$ cat config.mk
export PLATFORM = sky130hd
export DESIGN_NAME = lce_front
export DESIGN_NICKNAME = d
export VERILOG_FILES = /design/src/hdl/lce_pkg.sv /design/src/hdl/lce_front.sv
export SDC_FILE = /design/constraint.sdc
export NUM_CORES = 1
export LEC_CHECK = 0
export BUFFER_PORTS_ARGS = -buffer_cell sky130_fd_sc_hd__clkbuf_2
export CAP_MARGIN = 40
export CELL_PAD_IN_SITES_DETAIL_PLACEMENT = 0
export CELL_PAD_IN_SITES_GLOBAL_PLACEMENT = 1
export CORE_ASPECT_RATIO = 1.25
export CORE_MARGIN = 10
export CORE_UTILIZATION = 44
export CTS_BUF_LIST = sky130_fd_sc_hd__clkbuf_16
export DETAILED_ROUTE_END_ITERATION = 6
export PLACE_DENSITY_LB_ADDON = 0.1
export SLEW_MARGIN = 0
export SYNTH_ARGS = -nofsm -noshare
export SYNTH_HDL_FRONTEND = slang
export SYNTH_SLANG_ARGS = --single-unit
export TNS_END_PERCENT = 20
$ cat constraint.sdc
create_clock -name clk -period 4.15 [get_ports clk]
set_clock_uncertainty 0.2 [all_clocks]
set_input_delay 0.83 -clock clk [delete_from_list [all_inputs] [get_ports clk]]
set_output_delay 0.83 -clock clk [all_outputs]
set_load 0.05 [all_outputs]
$ cat src/hdl/lce_pkg.sv
package lce_pkg;

  localparam int MAX_POINTS = 16;
  localparam int IDX_W      = 4;
  localparam int CNT_W      = 5;

  localparam logic CMD_WRITE = 1'b0;
  localparam logic CMD_EVAL  = 1'b1;

  typedef struct packed {
    logic               cmd;
    logic [IDX_W-1:0]   point_index;
    logic signed [15:0] point_x;
    logic signed [15:0] point_y;
    logic [15:0]        t_value;
  } in_item_t;

  typedef struct packed {
    logic signed [15:0] curve_x;
    logic signed [15:0] curve_y;
  } out_item_t;

  typedef struct packed {
    logic     valid;
    in_item_t item;
  } queue_head_t;

endpackage

$ cat src/hdl/lce_front.sv
module lce_front (
  input  logic                      clk,
  input  logic                      rst_n,
  input  logic                      start,
  output logic                      busy,
  input  lce_pkg::in_item_t         in_data,
  input  logic                      cfg_we,
  input  logic [lce_pkg::CNT_W-1:0] cfg_wdata,
  output logic [lce_pkg::CNT_W-1:0] n_points,
  output lce_pkg::queue_head_t      head,
  input  logic                      pop
);

  lce_pkg::in_item_t q_r [2];
  logic       wp_r, wp_nxt;
  logic       rp_r, rp_nxt;
  logic [1:0] cnt_r, cnt_nxt;
  logic [lce_pkg::CNT_W-1:0] cfg_r, cfg_nxt;
  logic       push;
  logic       do_pop;

  assign busy   = (cnt_r == 2'd2);
  assign push   = start && !busy;
  assign do_pop = pop && (cnt_r != 2'd0);

  always_comb begin
    wp_nxt  = push ? ~wp_r : wp_r;
    rp_nxt  = do_pop ? ~rp_r : rp_r;
    cnt_nxt = cnt_r + {1'b0, push} - {1'b0, do_pop};
    cfg_nxt = cfg_we ? cfg_wdata : cfg_r;
  end

  always_ff @(posedge clk) begin
    if (!rst_n) begin
      wp_r  <= 1'b0;
      rp_r  <= 1'b0;
      cnt_r <= 2'd0;
      cfg_r <= lce_pkg::CNT_W'(1);
    end else begin
      wp_r  <= wp_nxt;
      rp_r  <= rp_nxt;
      cnt_r <= cnt_nxt;
      cfg_r <= cfg_nxt;
    end
  end

  always_ff @(posedge clk) begin
    if (push) begin
      q_r[wp_r] <= in_data;
    end
  end

  always_comb begin
    if (cfg_r == '0) begin
      n_points = lce_pkg::CNT_W'(1);
    end else if (cfg_r > lce_pkg::CNT_W'(lce_pkg::MAX_POINTS)) begin
      n_points = lce_pkg::CNT_W'(lce_pkg::MAX_POINTS);
    end else begin
      n_points = cfg_r;
    end
  end

  assign head.valid = (cnt_r != 2'd0);
  assign head.item  = q_r[rp_r];

endmodule

; ---- Yosys cells after proc, flatten, opt, wreduce, memory -nomap -nowiden
; Memory sizes are Yosys's and may differ from the RTL's. A register that Yosys moved wholly into a read port is not among the register bits.
; Index checks and enable logic that the tools add are counted.
; W data, S select, Z words.
[totals]
word_cells = 22
out_inout_bits = 60
ramBits = 106
regBits = 9
input_bits = 63
mem_count = 1
[memory_table]
columns = name, words, width, rd, rd_ports_with_merged_regs, write_ports, line
row1 = q_r, 2, 53, 1, 1, 1, lce_front.sv:14  ; lce_pkg::in_item_t q_r [2];
[op_classes]
order_cmp = 1
n_addsub = 2
n_bitwise = 2
n_eq_ne = 1
n_mux = 6
n_reduce_logical = 5
[op_table]
columns = operator, count
row1 = $mux W5, 2
row2 = $gt A5 B5 Y1 const B, 1
row3 = $logic_not A5 Y1, 1
row4 = $mux W1, 4
row5 = $add A2 B1 Y2, 1
row6 = $eq A2 B2 Y1 const B, 1
row7 = $logic_and A1 B1 Y1, 2
row8 = $not A1 Y1, 2
row9 = $reduce_bool A2 Y1, 1
row10 = $sub A2 B1 Y2, 1
row11 = $logic_not A1 Y1, 1

; ---- Depth between registers and ports, before layout
; Gate-level depths: netlist of run 1.
[depth]
word_depth = 5
ltp_mapped = 8
ltp_nobuf = 8

; ---- Worst setup path after synthesis of run 1
; OpenSTA, ideal clock, no wires.
[synth_timing]
path_type = input-to-reg
startpoint = in start
endpoint = mem q_r[0][0] (netlist bit), enable pin
setup_time_ps = 464
n_path_buf = 0
path_stages = 2
path_slack_ps = 340
required_time_ps = 3486
arrival_time_ps = 3146
path_cell_list = nand2_1 -> nor2_1
[synth_via]
elab_chain_len = 3
[synth_lines]
columns = item, line
row1 = "start, declared", lce_front.sv:4  ; input logic start,
row2 = $logic_and A1 B1 Y1, lce_front.sv:23  ; assign push = start && !busy;
row3 = $mux W1, lce_front.sv:48  ; if (push) begin
row4 = $mux W1 (implied by the code), lce_front.sv:49  ; q_r[wp_r] <= in_data;
row5 = "end, declared", lce_front.sv:14
; No other way between the ends.

==> results of run 1 <==
==> path summary, 6_finish.rpt <==
kind,end,slack (ps)
worst max-delay path,head[6],1170
worst min-delay path,cfg_r[0],280
worst max register to register,q_r[1][4],2020
worst min register to register,cfg_r[0],280
==> routing by layer <==
metal / GRT usage [%] / vias up
li1: - / 1095
met1: 11.3 / 1114
met2: 19.3 / 81
met3: 6.60 / 8
met4: 5.65 / 0
met5: 0 / -
==> logic make-up (layout without fill, tap and decap cells) <==
| logic type | after synthesis | count (layout) | share of synthesized area (%) |
|---|---|---|---|
| buffers and inverters | 11 | 158 | 2.90 |
| adders and majority gates | 2 | 2 | 0.553 |
| muxes | 59 | 59 | 18.7 |
| AOI/OAI and AO/OA | 1 | 1 | 0.166 |
| xor gates and xnor gates | 2 | 2 | 0.387 |
| and+or+nand+nor | 24 | 24 | 2.54 |
| DFF | 116 | 116 | 74.8 |
==> cell usage after synthesis, drive strengths merged <==
cell,n,area (um2)
xnor2,1,8.76
xor2,1,8.76
and3,1,6.26
and2,2,12.5
or2,1,6.26
dfxtp,10,200
inv,3,11.3
ha,2,25.0
nor2,10,37.5
nor2b,3,18.8
mux2i,6,60.1
nand2b,2,12.5
nor3,2,10.0
nand2,3,11.3
mux2,53,785
edfxtp,106,3180
o21a,1,7.51
buf,7,116
clkbuf,1,3.75
==> registers in the layout, indices dropped and copies added (netlist names), named ones only <==
signal  cells
q_r       106
cfg_r       5
cnt_r       2
rp_r        1
wp_r        1
==> metrics by stage <==
| step | utilization (%) | std cells | hold slack, ps | instance area, um2 | total power, W |
|---|---|---|---|---|---|
| detailed placement | 52.0 | 461 | 268 | 5220 | 0.00321 |
| floorplan | - | 215 | 241 | 4520 | 0.00296 |
| CTS | 56.7 | 491 | 282 | 5710 | 0.00439 |
| global route | 56.7 | 491 | 336 | 5710 | 0.00452 |
| finish | 56.7 | 491 | 277 | 5710 | 0.00432 |
| global placement | 51.8 | 460 | 269 | 5200 | 0.00319 |
==> report_power, final <==
group	leakage (nW)	internal, W	switching (W)
Combinational	1.04	0.000500	0.00105
Sequential	1.07	0.00150	0.000103
Clock	0.259	0.000727	0.000432
Total	2.37	0.00273	0.00159
==> worst max-delay path, cell delays in order (launching register included) <==
cell                       delay (ps)
sky130_fd_sc_hd__dfxtp_4          660
sky130_fd_sc_hd__buf_12           310
sky130_fd_sc_hd__mux2_4           330
sky130_fd_sc_hd__clkbuf_2         240
==> area by class of cell <==
type	instances	area, um2
inverters	3	11.3
clock buffers	17	425
clock inverters	13	56.3
repair buffers	125	646
flip-flops and latches	116	3390
multi-input cells	88	1020
well taps	129	161
fillers	842	4350
==> results.md, run 1 <==
Outcome:
- The run finished with clean final reports.

Detailed routing:
- For this block, the routed nets add up to 8360 um of wire.
- The pre-antenna-repair detailed-routing pass consisted of 4 iterations.
- The post-detailed-route count of antenna-violating nets is 0.
- The detail-routed net length per standard cell is 17.0 um.
- The number of DRC violations after detailed-routing iteration 0 is 73.
- The top routing layer in use is met4.
- The total met2 wirelength after detailed routing is 4310 um.
- Dividing the detail-routed via count by the number of cells gives 4.68.
- In the routed design, unresolved DRC markers number 0.
- Wire segments on met3 add up to 745 um in the final route.
- The routed metal-1 wire length is 3220 um.
- The routed layout has 2298 vias.

Placed design:
- The worst setup slack after placement is 1530 ps.
- The HPWL after detailed placement is 5750 um.
- The count of buffers added on input and output ports is 122.
- The congestion estimate from routability-driven global placement came to 0.680.

Yosys:
- After synthesis the cells add up to 4520 um2.
- The average cell area after synthesis is 21.0 um2.
- The number of warnings reported in the yosys synthesis log is 0.
- The number of storage elements in the synthesis netlist is 116.
- Synthesis instantiated 22 different standard cells from the library.
- The cell count after synthesis came out at 215.
- Synthesis produced a netlist with a net count of 280.
- Of the synthesized area, sequential elements account for 74.8%.

GRT:
- The number of antenna violations at the first check in global routing was 0.
- In the global route stage, overall resource usage came out at 11.5%.
- The via count of the first global-routing pass is 2561.
- The total overflow left after global routing is 0.
- Entering global routing, the biggest net connects 54 pins.
- The first-pass GRT wire length is 13000 um.

STA:
- The time the final worst path needs with I/O delays and setup is 2980 ps.
- The transition at the pin with the smallest max-transition slack is 709 ps.
- The final count of negative-setup-slack endpoints is 0.
- The setup TNS after final layout is 0 ps.
- In the post-route analysis, the smallest setup slack over all paths is 1170 ps.
- Dividing the final minimum period by the clock period gives 71.8%.
- The number of pins exceeding their max-slew limit in the final report came to 0.
- Setup repair after global routing left no endpoint under its margin.
- The top achievable clock speed is 0.335 GHz.
- The count of final hold-check violations is 0.
- The worst pin sits at a relative slew slack of 52.7%.

Cells and area:
- Leaving out fill and tap cells, the most frequent cells in the layout are 122 x sky130_fd_sc_hd__clkbuf_2, 106 x sky130_fd_sc_hd__edfxtp_1, 50 x sky130_fd_sc_hd__mux2_4, 17 x sky130_fd_sc_hd__clkbuf_16.
- The area overhead of the layout relative to synthesis is 26.1%.
- In the final design database the tool counted 416 nets.
- In the final layout, the share of cells above drive strength 1 is 56.6%.
- The library cell used most frequently in the layout, excluding fill and tap cells, is sky130_fd_sc_hd__clkbuf_2.
- The repair_antennas step left the layout with diodes totalling 0.

Hold path:
- The type of the worst min-delay path is reg -> reg.
- The number of cells on the worst hold path is 2.
- The start point of the worst min-delay path is cfg_r[0].

Worst setup path:
- The critical setup path kind is reg -> out.
- The startpoint identified for the worst register-to-register timing path is cnt_r[0].
- The data required time of the critical path is 3120 ps.
- The worst setup path is captured at an output port.
- The cell depth of the worst flop-to-flop path is 3.
- The endpoint arrival time on the critical path is 1950 ps.
- In this run the worst path has a maximum fanout of 28.
- The nature of the critical path startpoint is a flop.

Run:
- The reported max-cap violation count is 0.

Clock network:
- The number of hold buffers added after CTS was 0.
- At the later pin of the worst-skew pair, clock insertion delay measures 400 ps.
- The number of gates resized after CTS was 0.
- The register clock-pin slew on the reported worst setup and hold paths is 50 ps.
- The clock tree from TritonCTS is built.
- The cell sitting at the root of the clock tree is a sky130_fd_sc_hd__clkbuf_16.
- The maximum root-to-sink buffer count is 2.
- In this run the post-CTS setup repair buffer count came out at 0.
- The number of CTS-inserted buffers is 17.
- The clock sink total is 116.
- The number of H-tree levels is 4.

Floorplanning:
- The number of cell rows is 41.
- The boundary pin count is 123.
- From bottom edge to top edge, the die measures 133 um.
- The die is 111 um wide.
- The floorplan core area is 10100 um2.
- The initial utilization of the core area, before any placement, comes to 45.0%.
- The die outline area is 14800 um2.

Power and ir drop:
- VDD sags by at most 0.443 mV.
- Summed over all cells, the static leakage comes to 2.37 nW.
- Dividing total power by cell area gives a power density of 757 nW/um2.
No activity file was read; power rests on OpenSTA's default activity.
==> run 2: changes to the inputs <==
CORE_UTILIZATION = 39   (was 44)
clock period = 2.65 ns   (was 4.15 ns; I/O delays follow)
==> run 2 against run 1 <==
  * Cell count up 2.4%
  * Critical path depth unchanged
  * Combinational power up 62%
  * Wire length up 4.7%
  * Cell area up 3.2%
  * First-iteration DRC count up 33%
  * Sequential share of layout area down 1.8 points
  * Critical endpoint is now head[10]
  * Highest routed layer unchanged
==> results.md, run 2 (synthesis gave the netlist of run 1 again) <==
Outcome:
- The run finished with clean final reports.

Cells and area:
- The count of nets after finishing is 420 (+0.96%).
- From synthesis to final layout, the design area changed by 30.1%.
- The fraction of final layout cells sized beyond drive strength 1 was 58.4% (+1.8 points).
- In the final layout, the registers with the most flip-flops are q_r (106), cfg_r (5), cnt_r (2).
- The library cell used most frequently in the layout, excluding fill and tap cells, is sky130_fd_sc_hd__clkbuf_2.
- The flip-flop count of the largest register, all copies and words added was 106 (unchanged).
- In the layout the commonest cells are 122 x sky130_fd_sc_hd__clkbuf_2, 106 x sky130_fd_sc_hd__edfxtp_1, 50 x sky130_fd_sc_hd__mux2_4, 17 x sky130_fd_sc_hd__clkbuf_16.
- The register bank with the most flops is q_r.
- The number of inserted diodes is 0 (unchanged).
- The final cell count without fillers is 503 (+2.4%).

Detailed routing:
- The total DRC errors in the routed layout is 0 (unchanged).
- The number of detailed-routing iterations run before antenna repair was 4 (unchanged).
- The detail-routed net length per standard cell was 17.4 um (+2.2%).
- The number of DRC violations after detailed-routing iteration 0 is 97 (+33%).
- The average vias per placed instance came to 4.58 (-2.2%).
- The total detailed-routing wirelength is 8760 um (+4.7%).
- The post-detailed-route count of antenna-violating nets is 0 (unchanged).
- The total number of vias was 2303 (+0.22%).

Placed design:
- The detailed-placement wirelength estimate is 6250 um (+8.7%).
- The quantity of I/O buffers inserted on ports is 122 (unchanged).
- The placer's final routability congestion estimate is 0.664 (-2.3%).
- The number of placed instances with taps included is 471 (+2.2%).

GRT:
- The via count of the first global-routing pass is 2542 (-0.74%).
- The leftover overflow at the end of global routing was 0 (unchanged).
- The number of antenna violations at the first check in global routing came to 0 (unchanged).
- The global-route usage over all layers is 11.1% (-0.41 points).
- The largest net degree at the start of global routing is 28 (-48%).
- The first-pass GRT wire length came to 13500 um (+3.7%).

Clock network:
- The number of H-tree levels was 4 (unchanged).
- The quantity of hold-fixing buffers added after cts is 0 (unchanged).
- The clock sink total was 116 (unchanged).
- The insertion delay of the later-clocked pin in the worst-skew pair came to 400 ps (about the same).
- The number of cells upsized or downsized after cts is 0 (unchanged).
- The buffer count from post-CTS setup fixing is 0 (unchanged).
- The maximum root-to-sink buffer count is 2 (unchanged).
- TritonCTS built the clock tree.
- The register clock-pin slew on the reported worst setup and hold paths is 50 ps (about the same).
- The cell chosen for the clock root is sky130_fd_sc_hd__clkbuf_16.
- The number of CTS-inserted buffers is 17 (unchanged).

Worst setup path:
- STA classifies the critical path endpoint as an output port.
- The data required time of the critical path is 1920 ps (-1200 ps).
- The critical setup path kind is reg -> out.
- The endpoint arrival time on the critical path was 1800 ps (-150 ps).
- The worst setup path is launched from a flop.
- The biggest fanout along the worst timing path is 19 (-32%).

Floorplanning:
- The die outline area is 16300 um2 (+11%).
- The boundary pin count is 123 (unchanged).
- The initial core utilization is 40.2% (-4.8 points).
- The floorplan core area is 11200 um2 (+12%).
- The number of cell rows came to 43 (+4.9%).
- The height of the die is 140 um (+5.3%).
- The die extent in x came to 116 um (+5.1%).

Power and ir drop:
- The leakage power is 2.42 nW (+2.1%).
- The sum of internal, switching and leakage power is 0.00732 W (+70%).
- The power density over the cells came to 1240 nW/um2 (+64%).
- The highest ir drop seen on vdd came to 0.565 mV (+28%).

STA:
- The transition at the pin with the smallest max-transition slack is 382 ps (-327 ps).
- The setup TNS after final layout is 0 ps (unchanged).
- The top achievable clock speed is 0.395 GHz.
- The number of pins exceeding their max-slew limit in the final report came to 0 (unchanged).
- The final worst-path cycle share is 95.6%.
- The relative slew slack was 74.5% (+22 points).
- Setup repair after global routing left no endpoint under its margin.
- The final count of negative-setup-slack endpoints is 0 (unchanged).
- The time the final worst path needs with I/O delays and setup is 2530 ps.
- The count of final hold-check violations is 0 (unchanged).

Run:
- The reported max-cap violation count is 0 (unchanged).

Hold path:
- The worst hold path belongs to the class in -> reg.
[run 2: critical path, stage by stage (launching register included)]
cell,delay (ps)
sky130_fd_sc_hd__dfxtp_4,580
sky130_fd_sc_hd__buf_4,260
sky130_fd_sc_hd__mux2_4,310
sky130_fd_sc_hd__clkbuf_2,240
[run 2: layer usage]
metal  global-route usage (%)  part of all wire [%]
met1                     11.8                    38
met2                     17.8                    50
met3                     6.32                    10
met4                     4.55                   1.4
met5                        0                     0
[run 2: path summary, 6_finish.rpt]
check | from | end | slack [ps] | depth (start not counted)
worst max-delay path | flop | head[10] | 120 | 3
worst min-delay path | in_data[7] | q_r[0][7] | 110 | 1
worst max register to register | cnt_r[0] | cnt_r[1] | 760 | 8
worst min register to register | cfg_r[0] | cfg_r[0] | 280 | 2
[run 2: final cells by class]
class | instances | area [um2]
clock inverters | 15 | 188
clock buffers | 17 | 425
inverters | 3 | 11.3
fillers | 931 | 5360
flip-flops and latches | 116 | 3390
multi-input cells | 88 | 1020
well taps | 135 | 169
repair buffers | 129 | 688
[run 2: through the flow]
stage | utilization [%] | area, um2 | setup WS, ps | hold slack [ps]
floorplan | - | 4530 | 23.0 | 241
global placement | 46.9 | 5270 | 526 | 268
detailed placement | 46.9 | 5270 | 514 | 275
CTS | 52.4 | 5890 | 80.9 | 95.5
global route | 52.4 | 5890 | 31.2 | 96.8
finish | 52.4 | 5890 | 117 | 113
[run 2: where the power goes]
part,switching [W],leakage [nW],internal [W]
Sequential,0.000141,1.07,0.00235
Combinational,0.00169,1.06,0.000818
Clock,0.000769,0.284,0.00156
Total,0.00260,2.42,0.00472
==> run 3: changes to the inputs <==
==> constraint.sdc (replaced) <==
create_clock -name clk -period 2.65 [get_ports clk]
set_clock_uncertainty 0.2 [all_clocks]
set_input_delay 0.1325 -clock clk [delete_from_list [all_inputs] [get_ports clk]]
set_output_delay 0.1325 -clock clk [all_outputs]
set_load 0.05 [all_outputs]
==> run 3 against run 2 <==
  * Cell area up 10%
  * Total power down 3.1%
  * Combinational power up 2%
  * Non-clock buffer count up 72
  * Sequential share of layout area down 5.4 points
  * Largest power group unchanged
  * Global-route usage up 0.93 points
  * Highest routed layer unchanged
  * Via count up 13%
  * Cell count up 14%
  * Hold slack better by 150 ps
  * Die area unchanged
==> results.md, run 3 (synthesis gave the netlist of run 1 again) <==
Power and ir drop:
- The power density over the cells is 1090 nW/um2 (-12%).
- The sequential share of power was 35.4% (+1.4 points).
- The clock power share is 28.6% (-3.2 points).
- The leakage power is 2.71 nW (+12%).
- The power dissipated by switching net loads is 0.00254 W (-2.1%).
- The highest ir drop seen on vdd is 0.567 mV (+0.41%).
- The switching part of the total power is 35.8% (+0.36 points).
- The internal power of the cells is 0.00455 W (-3.7%).
- The relative contribution of combinational cells to total power came to 36.0% (+1.8 points).

Floorplanning:
- The floorplan core area is 11200 um2 (unchanged).
- The boundary pin count came to 123 (unchanged).
- The die outline area is 16300 um2 (unchanged).
- The die extent in x was 116 um (unchanged).
- The initial core utilization is 40.2% (unchanged).
- The height of the die is 140 um (unchanged).
- The number of cell rows is 43 (unchanged).

STA:
- Setup repair after global routing left no endpoint under its margin.
- The count of final hold-check violations came to 0 (unchanged).
- The final worst slack is 373 ps (+256 ps).
- The top achievable clock speed is 0.439 GHz (+11%).
- The transition at the pin with the smallest max-transition slack is 484 ps (+102 ps).
- The relative slew slack is 67.7% (-6.8 points).
- The final count of negative-setup-slack endpoints was 0 (unchanged).
- The time the final worst path needs with I/O delays and setup was 2280 ps (-256 ps).
- The final worst-path cycle share is 85.9% (-9.6 points).
- The number of pins exceeding their max-slew limit in the final report is 0 (unchanged).
- The setup TNS after final layout is 0 ps (unchanged).

GRT:
- The leftover overflow at the end of global routing is 0 (unchanged).
- The global-route usage over all layers is 12.1% (+0.93 points).
- The first-pass GRT wire length is 14900 um (+10%).
- The largest net degree at the start of global routing is 32 (+14%).
- The via count of the first global-routing pass is 2957 (+16%).
- The number of antenna violations at the first check in global routing is 0 (unchanged).

Detailed routing:
- The total detailed-routing wirelength was 9300 um (+6.2%).
- The total number of vias is 2595 (+13%).
- The number of detailed-routing iterations run before antenna repair is 4 (unchanged).
- The total DRC errors in the routed layout is 0 (unchanged).
- The average vias per placed instance is 4.54 (-0.91%).
- The post-detailed-route count of antenna-violating nets was 0 (unchanged).
- The detail-routed net length per standard cell came to 16.3 um (-6.6%).
- The number of DRC violations after detailed-routing iteration 0 was 89 (-8.2%).

Cells and area:
- The number of inserted diodes came to 0 (unchanged).
- The register bank with the most flops is q_r.
- The count of nets after finishing is 492 (+17%).
- The fill cell instance count of the final layout is 895 (-3.9%).
- The fraction of final layout cells sized beyond drive strength 1 came to 48.1% (-10 points).
- In the layout the commonest cells are 122 x sky130_fd_sc_hd__clkbuf_2, 106 x sky130_fd_sc_hd__edfxtp_1, 71 x sky130_fd_sc_hd__dlygate4sd3_1, 50 x sky130_fd_sc_hd__mux2_4, 17 x sky130_fd_sc_hd__clkbuf_16.
- The flip-flop count of the largest register, all copies and words added is 106 (unchanged).
- The area taken by flip-flops and latches is 3390 um2 (unchanged).
- From synthesis to final layout, the design area changed by 43.6%.
- The largest registers in the layout are q_r (106), cfg_r (5), cnt_r (2).
- The final cell area excluding filler cells is 6490 um2 (+10%).
- The library cell used most frequently in the layout, excluding fill and tap cells, is sky130_fd_sc_hd__clkbuf_2.
- The area used by multi-input combinational logic came to 1020 um2 (unchanged).

Worst setup path:
- Traced cell by cell, the critical path runs through buf_4, mux2_4, clkbuf_2.
- The element type at the critical path end is an output port.
- The data required time of the critical path is 2320 ps (+400 ps).
- The nature of the critical path startpoint is a flop.
- The delay of the slowest cell on the worst path is 650 ps (+70 ps).
- The cell depth of the worst flop-to-flop path is 4 (-4).
- By startpoint and endpoint, the worst setup path is classified as reg -> out.
- The biggest fanout along the worst timing path is 27 (+8).
- The endpoint arrival time on the critical path was 1940 ps (+140 ps).
- On the critical path, the stage with the largest delay is an instance of sky130_fd_sc_hd__dfxtp_4.

Hold path:
- The type of the worst min-delay path is in -> reg.
- The number of cells on the worst hold path is 2 (+1).

Run:
- The reported max-cap violation count is 0 (unchanged).

Clock network:
- The number of CTS-inserted buffers is 17 (unchanged).
- The register clock-pin slew on the reported worst setup and hold paths is 50 ps (about the same).
- The insertion delay of the later-clocked pin in the worst-skew pair was 400 ps (about the same).
- The clock tree from TritonCTS is built.
- The clock sink total is 116 (unchanged).
- The cell chosen for the clock root is sky130_fd_sc_hd__clkbuf_16.
- The maximum root-to-sink buffer count is 2 (unchanged).
- The number of H-tree levels came to 4 (unchanged).

Placed design:
- The cell area after placement was 5260 um2 (-0.33%).
- The detailed-placement wirelength estimate is 6290 um (+0.63%).
- The quantity of I/O buffers inserted on ports is 122 (unchanged).
- The worst setup slack after placement is 751 ps (+237 ps).
- The placer's final routability congestion estimate came to 0.688 (+3.6%).

Outcome:
- The run finished with clean final reports.
==> run 3: cell types whose count changed in the layout (fill, tap and decap cells not counted), sizes merged <==
| cell | change |
|---|---|
| buf | +1 |
| bufinv | -2 |
| clkinv | +1 |
| clkinvlp | -5 |
| dlygate4sd3 | +71 |
| inv | +3 |
==> run 3: timing repair <==
item | 4_1_cts | 5_1_grt
hold buffers | 71 | 0
setup buffers | 0 | 0
gates resized for setup | 0 | 0
endpoints found under the hold margin | 116 | 0
==> run 3: worst paths after layout <==
kind | startpoint | endpoint | slack (ps)
setup / recovery | flop | head[18] | 370
hold / removal | in_data[2] | q_r[0][2] | 260
setup reg to reg | cfg_r[4] | cfg_r[4] | 680
hold reg to reg | rp_r | flop | 310
==> run 3: final cells by class <==
type | count | area share [%]
sequential | 116 | 52.1
timing repair buffer | 201 | 21.3
multi-input combinational | 88 | 15.7
clock buffer | 17 | 6.55
tap | 135 | 2.60
clock inverter | 12 | 1.58
inverter | 3 | 0.173
==> run 3: power by group through the flow <==
stage	Sequential [W]	Combinational, W	Clock (W)
final	0.00251	0.00256	0.00203
after global routing	0.00254	0.00269	0.00217
after CTS	0.00252	0.00260	0.00208
after detailed placement	0.00255	0.00250	0
after global placement	0.00254	0.00250	0
after floorplan	0.00245	0.00217	0
==> run 3: critical path, delay by kind of cell, from the launching register on <==
kind	cells	cell delay, ps
flip-flops	1	650
multiplexers	1	320
buffers and inverters	2	570
==> run 3: routing by layer <==
metal | routed length, um | global-route usage (%) | share of wire, %
met1 | 3530 | 12.4 | 38
met2 | 4820 | 20.1 | 52
met3 | 734 | 5.68 | 7.9
met4 | 212 | 5.61 | 2.3
met5 | 0 | 0 | 0
==> run 3: through the flow <==
stage / utilization (%) / hold WS [ps] / cells / total power (W)
4_1_cts: 57.8 / 241 / 572 / 0.00719
3_3_place_gp: 46.7 / 121 / 472 / 0.00504
5_1_grt: 57.8 / 260 / 572 / 0.00741
2_1_floorplan: - / -5.56 / 215 / 0.00462
6_report: 57.8 / 263 / 572 / 0.00709
3_5_place_dp: 46.7 / 125 / 472 / 0.00505
